`src/rtl/core/dtq_pkg.sv`:
```
// dtq_pkg: shared types and constants for the deadline timer queue
// depends on nothing; used by dtq_ctrl, dtq_datapath and the top level
package dtq_pkg;

  localparam int SLOTS_DEF     = 16;
  localparam int TIME_W        = 48;
  localparam int ID_W          = 32;
  localparam int PER_W         = 32;
  localparam int THR_W         = 32;
  localparam int CNT_OUT_W     = 5;
  localparam logic [31:0] THR_RESET = 32'd1000;

  typedef enum logic [2:0] {
    OP_ARM_ABS    = 3'd0,
    OP_ARM_DELAY  = 3'd1,
    OP_ARM_PERIOD = 3'd2,
    OP_POLL       = 3'd3,
    OP_CANCEL_TSK = 3'd4,
    OP_CANCEL_REP = 3'd5
  } op_t;

  typedef enum logic [1:0] {
    KIND_FIRED   = 2'd0,
    KIND_DROPPED = 2'd1,
    KIND_NONE    = 2'd2,
    KIND_DONE    = 2'd3
  } kind_t;

  // controller to datapath
  typedef struct packed {
    logic latch;       // take the input item
    logic unknown;     // item has an opcode with no meaning
    logic scan_start;  // begin a sweep over all slots
    logic apply;       // arm or cancel on the sweep result
    logic rd_best;     // read the chosen slot
    logic fire;        // handle the chosen due slot
    logic push;        // send the held poll result, not last
    logic final_out;   // send the closing result
  } cmd_t;

  // datapath to controller
  typedef struct packed {
    logic scan_done;
    logic found;
    logic is_poll;
    logic known;
    logic pend_v;
    logic out_free;
  } sts_t;

  function automatic logic [TIME_W-1:0] sat_add(input logic [TIME_W-1:0] a,
                                                input logic [TIME_W-1:0] b);
    logic [TIME_W:0] s;
    s = {1'b0, a} + {1'b0, b};
    return s[TIME_W] ? {TIME_W{1'b1}} : s[TIME_W-1:0];
  endfunction

endpackage

```
`src/rtl/core/dtq_ctrl.sv`:
```
// dtq_ctrl: sequencer for the timer queue, one-hot state machine
// depends on dtq_pkg; drives dtq_datapath through cmd_t, reads sts_t
module dtq_ctrl (
  input  logic           clk,
  input  logic           rst_n,
  input  logic           in_valid,
  output logic           in_stall,
  input  dtq_pkg::sts_t  sts,
  output dtq_pkg::cmd_t  cmd
);

  typedef enum logic [6:0] {
    ST_IDLE  = 7'b0000001,
    ST_SCAN  = 7'b0000010,
    ST_APPLY = 7'b0000100,
    ST_READ  = 7'b0001000,
    ST_FIRE  = 7'b0010000,
    ST_PUSH  = 7'b0100000,
    ST_FINAL = 7'b1000000
  } state_t;

  state_t state_r, state_nxt;
  logic   accept;

  assign in_stall = (state_r != ST_IDLE);
  assign accept   = in_valid && !in_stall;

  always_comb begin
    state_nxt = state_r;
    cmd       = '0;
    unique case (state_r)
      ST_IDLE: begin
        if (accept) begin
          cmd.latch = 1'b1;
          state_nxt = ST_SCAN;
          cmd.scan_start = 1'b1;
        end
      end
      ST_SCAN: begin
        // the opcode is known only once latched, so an unknown one leaves here
        if (!sts.known) begin
          cmd.unknown = 1'b1;
          state_nxt   = ST_FINAL;
        end else if (sts.scan_done) begin
          if (!sts.is_poll) state_nxt = ST_APPLY;
          else if (!sts.found) state_nxt = ST_FINAL;
          else if (sts.pend_v) state_nxt = ST_PUSH;
          else state_nxt = ST_READ;
        end
      end
      ST_APPLY: begin
        cmd.apply = 1'b1;
        state_nxt = ST_FINAL;
      end
      ST_PUSH: begin
        if (sts.out_free) begin
          cmd.push  = 1'b1;
          state_nxt = ST_READ;
        end
      end
      ST_READ: begin
        cmd.rd_best = 1'b1;
        state_nxt   = ST_FIRE;
      end
      ST_FIRE: begin
        cmd.fire       = 1'b1;
        cmd.scan_start = 1'b1;
        state_nxt      = ST_SCAN;
      end
      ST_FINAL: begin
        if (sts.out_free) begin
          cmd.final_out = 1'b1;
          state_nxt     = ST_IDLE;
        end
      end
      default: state_nxt = ST_IDLE;
    endcase
  end

  always_ff @(posedge clk) begin
    if (!rst_n) state_r <= ST_IDLE;
    else        state_r <= state_nxt;
  end

endmodule

```
`src/rtl/core/dtq_datapath.sv`:
```
// dtq_datapath: slot store, sweep comparator, counters and result register
// depends on dtq_pkg; commanded by dtq_ctrl
module dtq_datapath #(
  parameter int SLOTS = dtq_pkg::SLOTS_DEF
) (
  input  logic                          clk,
  input  logic                          rst_n,
  input  dtq_pkg::cmd_t                 cmd,
  output dtq_pkg::sts_t                 sts,
  input  logic [2:0]                    in_opcode,
  input  logic [dtq_pkg::TIME_W-1:0]    in_now,
  input  logic [dtq_pkg::TIME_W-1:0]    in_time_value,
  input  logic [dtq_pkg::PER_W-1:0]     in_period,
  input  logic [dtq_pkg::ID_W-1:0]      in_task_id,
  input  logic [dtq_pkg::ID_W-1:0]      in_repeat_id,
  input  logic                          in_can_skip,
  input  logic                          cfg_valid,
  output logic                          cfg_ready,
  input  logic [dtq_pkg::THR_W-1:0]     cfg_data,
  output logic                          out_valid,
  input  logic                          out_stall,
  output logic [1:0]                    out_kind,
  output logic [dtq_pkg::ID_W-1:0]      out_task,
  output logic                          out_ok,
  output logic [dtq_pkg::CNT_OUT_W-1:0] out_pending_count,
  output logic                          out_last
);

  localparam int IW = (SLOTS > 1) ? $clog2(SLOTS) : 1;
  localparam int CW = $clog2(SLOTS + 1);
  localparam logic [IW-1:0] LAST_IDX = IW'(SLOTS - 1);
  localparam int TW = dtq_pkg::TIME_W;

  // slot store
  logic [TW-1:0]                 mem_dl   [SLOTS];
  logic [dtq_pkg::PER_W-1:0]     mem_per  [SLOTS];
  logic [dtq_pkg::ID_W-1:0]      mem_task [SLOTS];
  logic [dtq_pkg::ID_W-1:0]      mem_rep  [SLOTS];
  logic                          mem_skip [SLOTS];
  logic [TW-1:0]                 rd_dl_r;
  logic [dtq_pkg::PER_W-1:0]     rd_per_r;
  logic [dtq_pkg::ID_W-1:0]      rd_task_r, rd_rep_r;
  logic                          rd_skip_r;
  logic [SLOTS-1:0]              valid_r, done_r;
  logic [CW-1:0]                 cnt_r;

  // latched item
  logic [2:0]                    op_r;
  logic [TW-1:0]                 now_r, tv_r;
  logic [dtq_pkg::PER_W-1:0]     per_r;
  logic [dtq_pkg::ID_W-1:0]      task_r, rep_r;
  logic                          skip_r;
  logic [dtq_pkg::THR_W-1:0]     thr_r;

  // sweep
  logic [IW-1:0]                 idx_r, stg_idx_r, best_r, rd_addr;
  logic                          iss_r, stg_v_r, have_r, sdone_r;
  logic [TW-1:0]                 best_dl_r;
  logic                          cand, better;

  // held poll result and command outcome
  logic                          pend_v_r, res_ok_r;
  logic [1:0]                    pend_kind_r;
  logic [dtq_pkg::ID_W-1:0]      pend_task_r;
  logic [CW-1:0]                 pend_cnt_r;

  logic                          is_poll, is_arm, known, out_free;
  logic [TW-1:0]                 arm_dl, late;
  logic                          drop, rearm;

  assign is_poll = (op_r == dtq_pkg::OP_POLL);
  assign is_arm  = (op_r == dtq_pkg::OP_ARM_ABS) || (op_r == dtq_pkg::OP_ARM_DELAY) ||
                   (op_r == dtq_pkg::OP_ARM_PERIOD);
  assign known   = is_arm || is_poll || (op_r == dtq_pkg::OP_CANCEL_TSK) ||
                   (op_r == dtq_pkg::OP_CANCEL_REP);
  assign out_free  = !out_valid || !out_stall;
  assign cfg_ready = 1'b1;

  always_ff @(posedge clk) begin
    if (!rst_n) thr_r <= dtq_pkg::THR_RESET;
    else if (cfg_valid && cfg_ready) thr_r <= cfg_data;
  end

  always_ff @(posedge clk) begin
    if (cmd.latch) begin
      op_r   <= in_opcode;
      now_r  <= in_now;
      tv_r   <= in_time_value;
      per_r  <= in_period;
      task_r <= in_task_id;
      rep_r  <= in_repeat_id;
      skip_r <= in_can_skip;
    end
  end

  // candidate test on the element leaving the read stage
  always_comb begin
    cand = 1'b0;
    unique case (op_r)
      dtq_pkg::OP_CANCEL_TSK: cand = valid_r[stg_idx_r] && (rd_task_r == task_r);
      dtq_pkg::OP_CANCEL_REP: cand = valid_r[stg_idx_r] && (rd_rep_r == rep_r);
      dtq_pkg::OP_POLL:       cand = valid_r[stg_idx_r] && !done_r[stg_idx_r] &&
                                     (rd_dl_r <= now_r);
      default:                cand = !valid_r[stg_idx_r];
    endcase
    // arming takes the first free slot, the rest keep the earliest deadline
    better = !have_r || (!is_arm && (rd_dl_r < best_dl_r));
  end

  assign rd_addr = iss_r ? idx_r : best_r;

  always_ff @(posedge clk) begin
    if (iss_r || cmd.rd_best) begin
      rd_dl_r   <= mem_dl[rd_addr];
      rd_per_r  <= mem_per[rd_addr];
      rd_task_r <= mem_task[rd_addr];
      rd_rep_r  <= mem_rep[rd_addr];
      rd_skip_r <= mem_skip[rd_addr];
    end
  end

  always_ff @(posedge clk) begin
    if (!rst_n) begin
      iss_r   <= 1'b0;
      stg_v_r <= 1'b0;
      sdone_r <= 1'b0;
      have_r  <= 1'b0;
    end else if (cmd.scan_start) begin
      idx_r   <= '0;
      iss_r   <= 1'b1;
      stg_v_r <= 1'b0;
      sdone_r <= 1'b0;
      have_r  <= 1'b0;
    end else begin
      stg_v_r   <= iss_r;
      stg_idx_r <= idx_r;
      sdone_r   <= stg_v_r && (stg_idx_r == LAST_IDX);
      if (iss_r) begin
        if (idx_r == LAST_IDX) iss_r <= 1'b0;
        else                   idx_r <= idx_r + 1'b1;
      end
      if (stg_v_r && cand && better) begin
        have_r    <= 1'b1;
        best_r    <= stg_idx_r;
        best_dl_r <= rd_dl_r;
      end
    end
  end

  always_comb begin
    unique case (op_r)
      dtq_pkg::OP_ARM_DELAY:  arm_dl = dtq_pkg::sat_add(now_r, tv_r);
      dtq_pkg::OP_ARM_PERIOD: arm_dl = dtq_pkg::sat_add(now_r, TW'(per_r));
      default:                arm_dl = tv_r;
    endcase
  end

  assign late  = now_r - best_dl_r;
  assign drop  = rd_skip_r && (late > TW'(thr_r));
  assign rearm = (rd_per_r != '0) && (rd_rep_r != '0);

  // store writes
  always_ff @(posedge clk) begin
    if (cmd.apply && is_arm && have_r) begin
      mem_dl[best_r]   <= arm_dl;
      mem_per[best_r]  <= (op_r == dtq_pkg::OP_ARM_PERIOD) ? per_r : '0;
      mem_task[best_r] <= task_r;
      mem_rep[best_r]  <= (op_r == dtq_pkg::OP_ARM_PERIOD) ? rep_r : '0;
      mem_skip[best_r] <= skip_r;
    end else if (cmd.fire && !drop && rearm) begin
      mem_dl[best_r] <= dtq_pkg::sat_add(now_r, TW'(rd_per_r));
    end
  end

  always_ff @(posedge clk) begin
    if (!rst_n) begin
      valid_r  <= '0;
      cnt_r    <= '0;
      pend_v_r <= 1'b0;
      res_ok_r <= 1'b0;
    end else begin
      if (cmd.latch) begin
        done_r   <= '0;
        pend_v_r <= 1'b0;
      end
      if (cmd.unknown) res_ok_r <= 1'b0;
      if (cmd.apply) begin
        res_ok_r <= have_r;
        if (have_r) begin
          valid_r[best_r] <= is_arm;
          cnt_r <= is_arm ? cnt_r + 1'b1 : cnt_r - 1'b1;
        end
      end
      if (cmd.push) pend_v_r <= 1'b0;
      if (cmd.fire) begin
        done_r[best_r] <= 1'b1;
        pend_v_r    <= 1'b1;
        pend_task_r <= rd_task_r;
        pend_kind_r <= drop ? dtq_pkg::KIND_DROPPED : dtq_pkg::KIND_FIRED;
        if (drop || !rearm) begin
          valid_r[best_r] <= 1'b0;
          cnt_r      <= cnt_r - 1'b1;
          pend_cnt_r <= cnt_r - 1'b1;
        end else begin
          pend_cnt_r <= cnt_r;
        end
      end
    end
  end

  // result register
  always_ff @(posedge clk) begin
    if (!rst_n) begin
      out_valid <= 1'b0;
    end else if (cmd.push || cmd.final_out) begin
      out_valid <= 1'b1;
      if (cmd.push || pend_v_r) begin
        out_kind          <= pend_kind_r;
        out_task          <= pend_task_r;
        out_ok            <= 1'b1;
        out_pending_count <= dtq_pkg::CNT_OUT_W'(pend_cnt_r);
      end else begin
        out_kind          <= is_poll ? dtq_pkg::KIND_NONE : dtq_pkg::KIND_DONE;
        out_task          <= '0;
        out_ok            <= is_poll ? 1'b0 : res_ok_r;
        out_pending_count <= dtq_pkg::CNT_OUT_W'(cnt_r);
      end
      out_last <= cmd.final_out;
    end else if (!out_stall) begin
      out_valid <= 1'b0;
    end
  end

  assign sts.scan_done = sdone_r;
  assign sts.found     = have_r;
  assign sts.is_poll   = is_poll;
  assign sts.known     = known;
  assign sts.pend_v    = pend_v_r;
  assign sts.out_free  = out_free;

  a_cnt_matches: assert property (@(posedge clk) disable iff (!rst_n)
    cnt_r == CW'($countones(valid_r)))
    else $error("pending count out of step with valid bits");

  a_sweep_over: assert property (@(posedge clk) disable iff (!rst_n)
    sdone_r |-> !iss_r && !stg_v_r)
    else $error("sweep reported done while still reading");

  a_fire_due: assert property (@(posedge clk) disable iff (!rst_n)
    cmd.fire |-> have_r && valid_r[best_r] && (best_dl_r <= now_r))
    else $error("fired a slot that is not due");

  a_no_overwrite: assert property (@(posedge clk) disable iff (!rst_n)
    (cmd.push || cmd.final_out) |-> out_free)
    else $error("result register overwritten");

endmodule

```
`src/rtl/core/deadline_timer_queue_core.sv`:
```
// deadline_timer_queue_core: top level of the timer queue
// depends on dtq_pkg, dtq_ctrl and dtq_datapath
//
//  port group | direction | handshake         | carries
//  in_*       | in        | in_valid/in_stall | one command item
//  out_*      | out       | out_valid/out_stall | one result item
//  cfg_*      | in        | cfg_valid/cfg_ready | skip threshold
//
// each sweep reads every slot in turn through the read register into the compare stage;
// an arm or cancel takes one sweep, then an apply step, then its result
// a poll takes one sweep per due entry plus one final sweep and the closing result,
// each due entry adding a read and an update of the chosen slot and, after the first, a
// step to send the previous result
// the result register lets a new item in while the last result waits
// reset is synchronous, active low; it empties the table and sets threshold 1000
// a stalled output holds the sequencer only when it has a further result to send
module deadline_timer_queue_core #(
  parameter int SLOTS = dtq_pkg::SLOTS_DEF
) (
  input  logic                          clk,
  input  logic                          rst_n,
  input  logic                          in_valid,
  output logic                          in_stall,
  input  logic [2:0]                    in_opcode,
  input  logic [dtq_pkg::TIME_W-1:0]    in_now,
  input  logic [dtq_pkg::TIME_W-1:0]    in_time_value,
  input  logic [dtq_pkg::PER_W-1:0]     in_period,
  input  logic [dtq_pkg::ID_W-1:0]      in_task_id,
  input  logic [dtq_pkg::ID_W-1:0]      in_repeat_id,
  input  logic                          in_can_skip,
  input  logic                          cfg_valid,
  output logic                          cfg_ready,
  input  logic [dtq_pkg::THR_W-1:0]     cfg_data,
  output logic                          out_valid,
  input  logic                          out_stall,
  output logic [1:0]                    out_kind,
  output logic [dtq_pkg::ID_W-1:0]      out_task,
  output logic                          out_ok,
  output logic [dtq_pkg::CNT_OUT_W-1:0] out_pending_count,
  output logic                          out_last
);

  dtq_pkg::cmd_t cmd;
  dtq_pkg::sts_t sts;

  dtq_ctrl u_ctrl (
    .clk      (clk),
    .rst_n    (rst_n),
    .in_valid (in_valid),
    .in_stall (in_stall),
    .sts      (sts),
    .cmd      (cmd)
  );

  dtq_datapath #(.SLOTS(SLOTS)) u_dp (
    .clk               (clk),
    .rst_n             (rst_n),
    .cmd               (cmd),
    .sts               (sts),
    .in_opcode         (in_opcode),
    .in_now            (in_now),
    .in_time_value     (in_time_value),
    .in_period         (in_period),
    .in_task_id        (in_task_id),
    .in_repeat_id      (in_repeat_id),
    .in_can_skip       (in_can_skip),
    .cfg_valid         (cfg_valid),
    .cfg_ready         (cfg_ready),
    .cfg_data          (cfg_data),
    .out_valid         (out_valid),
    .out_stall         (out_stall),
    .out_kind          (out_kind),
    .out_task          (out_task),
    .out_ok            (out_ok),
    .out_pending_count (out_pending_count),
    .out_last          (out_last)
  );

endmodule

```
`config.mk`:
```
export PLATFORM = sky130hd
export DESIGN_NAME = deadline_timer_queue_core
export DESIGN_NICKNAME = d
export VERILOG_FILES = /design/src/rtl/core/dtq_pkg.sv /design/src/rtl/core/dtq_ctrl.sv /design/src/rtl/core/dtq_datapath.sv /design/src/rtl/core/deadline_timer_queue_core.sv
export SDC_FILE = /design/constraint.sdc
export NUM_CORES = 2
export LEC_CHECK = 0
export CORE_AREA = 2 2 593 595
export CTS_CLUSTER_SIZE = 16
export DETAILED_ROUTE_END_ITERATION = 8
export DIE_AREA = 0 0 595 597
export DONT_BUFFER_PORTS = 1
export PLACE_DENSITY_LB_ADDON = 0.08
export SYNTH_ARGS = -nofsm -noshare
export SYNTH_HDL_FRONTEND = slang
export SYNTH_SLANG_ARGS = --single-unit
```
`constraint.sdc`:
```
create_clock -name clk -period 16.3 [get_ports clk]
set_input_delay 3.26 -clock clk [delete_from_list [all_inputs] [get_ports clk]]
set_output_delay 3.26 -clock clk [all_outputs]
set_load 0.005 [all_outputs]
```
==> qor.yml <==
drt:
  routed_wl_um: 399900
  drtIter0Drc: 5988
  viasPerCell: 5.587
  dr_total_vias: 68080
  drc: 0
  postRouteAntennaNets: 0
  wire_per_inst_um: 32.82
  drtPass1Iterations: 6
global_routing:
  first_global_vias: 69080
  top_usage_layer: "met2"
  grt_usage: 0.2212
  grt_use_met3: 0.03039
  use_met1: 0.3050
  grt_antenna_before_repair: 55
  grt_first_pass_wirelength_um: 555200
  grt_max_degree: 121
  grt-ovfl-total: 0
  grt.met2_usage: 0.3640
synth:
  synth-seq-cells: 2883
  netlist_top_cells_count: "edfxtp_1 (2,816), mux4_2 (590), nand2_1 (521), a21oi_1 (291), ha_1 (289)"
  syn_inst: 7148
  ys_types: 90
  synth_top_area_cell: "edfxtp_1"
  yosysTopAreaCellShare: 0.6946
  synth_fp_nets: 7674
  yosys_warnings: 0
  seq_area_frac_synth: 0.7057
  synthTopCellsByArea: "edfxtp_1 (69%), mux4_2 (11%), ha_1 (3.0%), nand2_1 (1.6%), a21oi_1 (1.2%)"
  synth_most_common_cell: "edfxtp_1"
  syn_area_um2: 121700
  ys_async_sr_fraction: 0
  syn_area_per_cell_um2: 17.03
  synth_edf_count: 2816
  ys.flop_type: "edfxtp_1"
placement:
  place_inst: 11570
  gp_routability_congestion: 0.9328
  port_buffers: 0
  dp_hpwl_um: 245100
clock_network:
  cts_tree: "done"
  clk_pin_slew_ns: 0.06
  h-tree-depth: 5
  numCtsBuffers: 330
  cts_setup_buffers: 0
  cts.hold.buffers_added: 0
  cts.sinks: 2883
  clock_path_buffers: 4
  clk_latency_ns: 0.96
  cts_resized: 0
  cts_root_buf: "clkbuf_16"
worst_setup_path:
  worstSetupStartpointType: "flip-flop"
  critPathKind: "flip-flop to flip-flop"
  crit_path_max_fanout: 38
  crit_path_top_delay_cell: "buf_4"
  cp.required_ns: 16.81
  endpoint_kind: "flip-flop"
  arrival_ns: 8.86
  crit_chain: "ha_1, nor2b_1, o2111ai_1, a211oi_1, o21bai_1, a21oi_1, a21oi_1, xnor2_1, ha_1, a21o_1, a21o_1, a21oi_1, o21ai_0, a22oi_1, nand4_1, a21oi_1, nor4b_2, a31oi_2, buf_4, nor2_4, nor2_4, nor2_4, buf_4"
  slowest_delay_ns: 0.77
  cpMostUsedCell: "a21oi_1"
sta:
  setup_violations: 0
  slew_headroom: 0.1212
  worst_clock_skew_ns: 0.08012
  hold_viol: 0
  fmax_ghz: 0.1198
  post-route-min-period_ns: 8.347
  rsz0062_at_grt: "no"
  worst_pin_slew_ns: 1.313
  fin_crit_sh: 0.5121
  tns_ns: 0
  report.final.slew_viol_count: 0
finish:
  area_growth_pct: 13.82
  stdcell_count: 12190
  nets: 7824
  layout-drive-gt1-share: 0.1718
  fillers: 31950
die:
  start_util: 0.3492
  die-area_um2: 355200
  ios: 277
  core_area_um2: 348600
  placementRows: 217
  die_y_um: 597
  die_x_um: 595
pwr:
  power.density_nw_per_um2: 145.7
  leakage_nw: 45.35
  peakVddDrop_uv: 84.48
flow_run:
  drv_cap: 0
min_path:
  hold_path_class: "flip-flop to flip-flop"
run_status:
  outcome: "finished clean"
## through the flow
| stage | area [µm²] | hold WS (ns) | total power, mW | setup slack (ns) | util |
|---|---|---|---|---|---|
| finish | 138600 | 0.4720 | 20.19 | 7.953 | 0.3974 |
| global route | 138500 | 0.4882 | 20.94 | 7.519 | 0.3973 |
| CTS | 138500 | 0.4678 | 20.40 | 8.020 | 0.3972 |
| detailed placement | 127900 | 0.4595 | 13.05 | 8.104 | 0.3670 |
| global placement | 127900 | 0.4506 | 13.04 | 7.723 | 0.3668 |
| floorplan | 121700 | 0.4244 | 11.42 | 8.135 | - |
## logic make-up after synthesis
logic type,after synthesis,synth area share
and+or+nand+nor,1414,0.05664
xor gates and xnor gates,224,0.01612
other,1,0.00003081
AOI/OAI and AO/OA,1178,0.06204
muxes,635,0.1129
DFF,2883,0.7057
adders and majority gates,293,0.03036
buffers and inverters,520,0.01622
## sequential cells by signal (all words and copies together) (netlist names), 48 cells and up
name and flops:
u_dp.best_dl_r 48, u_dp.tv_r 48, u_dp.now_r 48, u_dp.mem_task 512
u_dp.rd_dl_r 48, u_dp.mem_rep 512, u_dp.mem_dl 768, u_dp.mem_per 512
## routing by layer
metal  wire, µm  vias up
met1     176200    36460
met3      19410      569
li1           -    28980
met2     191600     2051
met5        118        -
met4      12590       18
## final timing paths
path	from	endpoint	slack, ns	cells past startpoint
setup / recovery	u_dp.now_r[1]	u_dp.mem_dl[9][39]	7.95	23
hold / removal	u_dp.valid_r[13]	u_dp.valid_r[13]	0.47	2
setup reg to reg	u_dp.now_r[1]	u_dp.mem_dl[9][39]	7.95	23
hold reg to reg	u_dp.valid_r[13]	u_dp.valid_r[13]	0.47	2
## placed cells by master (no fill, tap or decap), types with 137 or more instances in the layout
cell	n
clkbuf_16	338
buf_4	142
a31oi_1	185
ha_1	289
edfxtp_1	2816
o21ai_0	186
a211oi_1	183
a21oi_1	285
nand2_1	518
xnor2_1	137
mux4_2	590
and2_1	155
inv_1	182
nor2_1	204
## critical path: cells and delay by family, from the launching register on
| family | cells | cell delay (ns) |
|---|---|---|
| xor gates and xnor gates | 1 | 0.19 |
| and+or+nand+nor | 6 | 2.41 |
| AOI/OAI and AO/OA | 12 | 2.99 |
| adders and majority gates | 2 | 0.67 |
| buffers and inverters | 2 | 1.02 |
| DFF | 1 | 0.57 |
## power by group
part           internal [mW]  switching (mW)
Clock                   4.25            3.06
Combinational           1.31            2.44
Sequential              8.73           0.398
Total                   14.3            5.90
## area by class of cell
class	instances	area [µm²]	area share
repair buffers	154	1289	0.009301
diodes	28	70.07	0.0005057
clock buffers	394	8698	0.06278
flip-flops and latches	2883	85900	0.6200
multi-input cells	3745	34320	0.2477
clock inverters	199	1824	0.01317
well taps	4599	5754	0.04153
inverters	184	698.2	0.005039
Power figures use the tool's default switching activity.
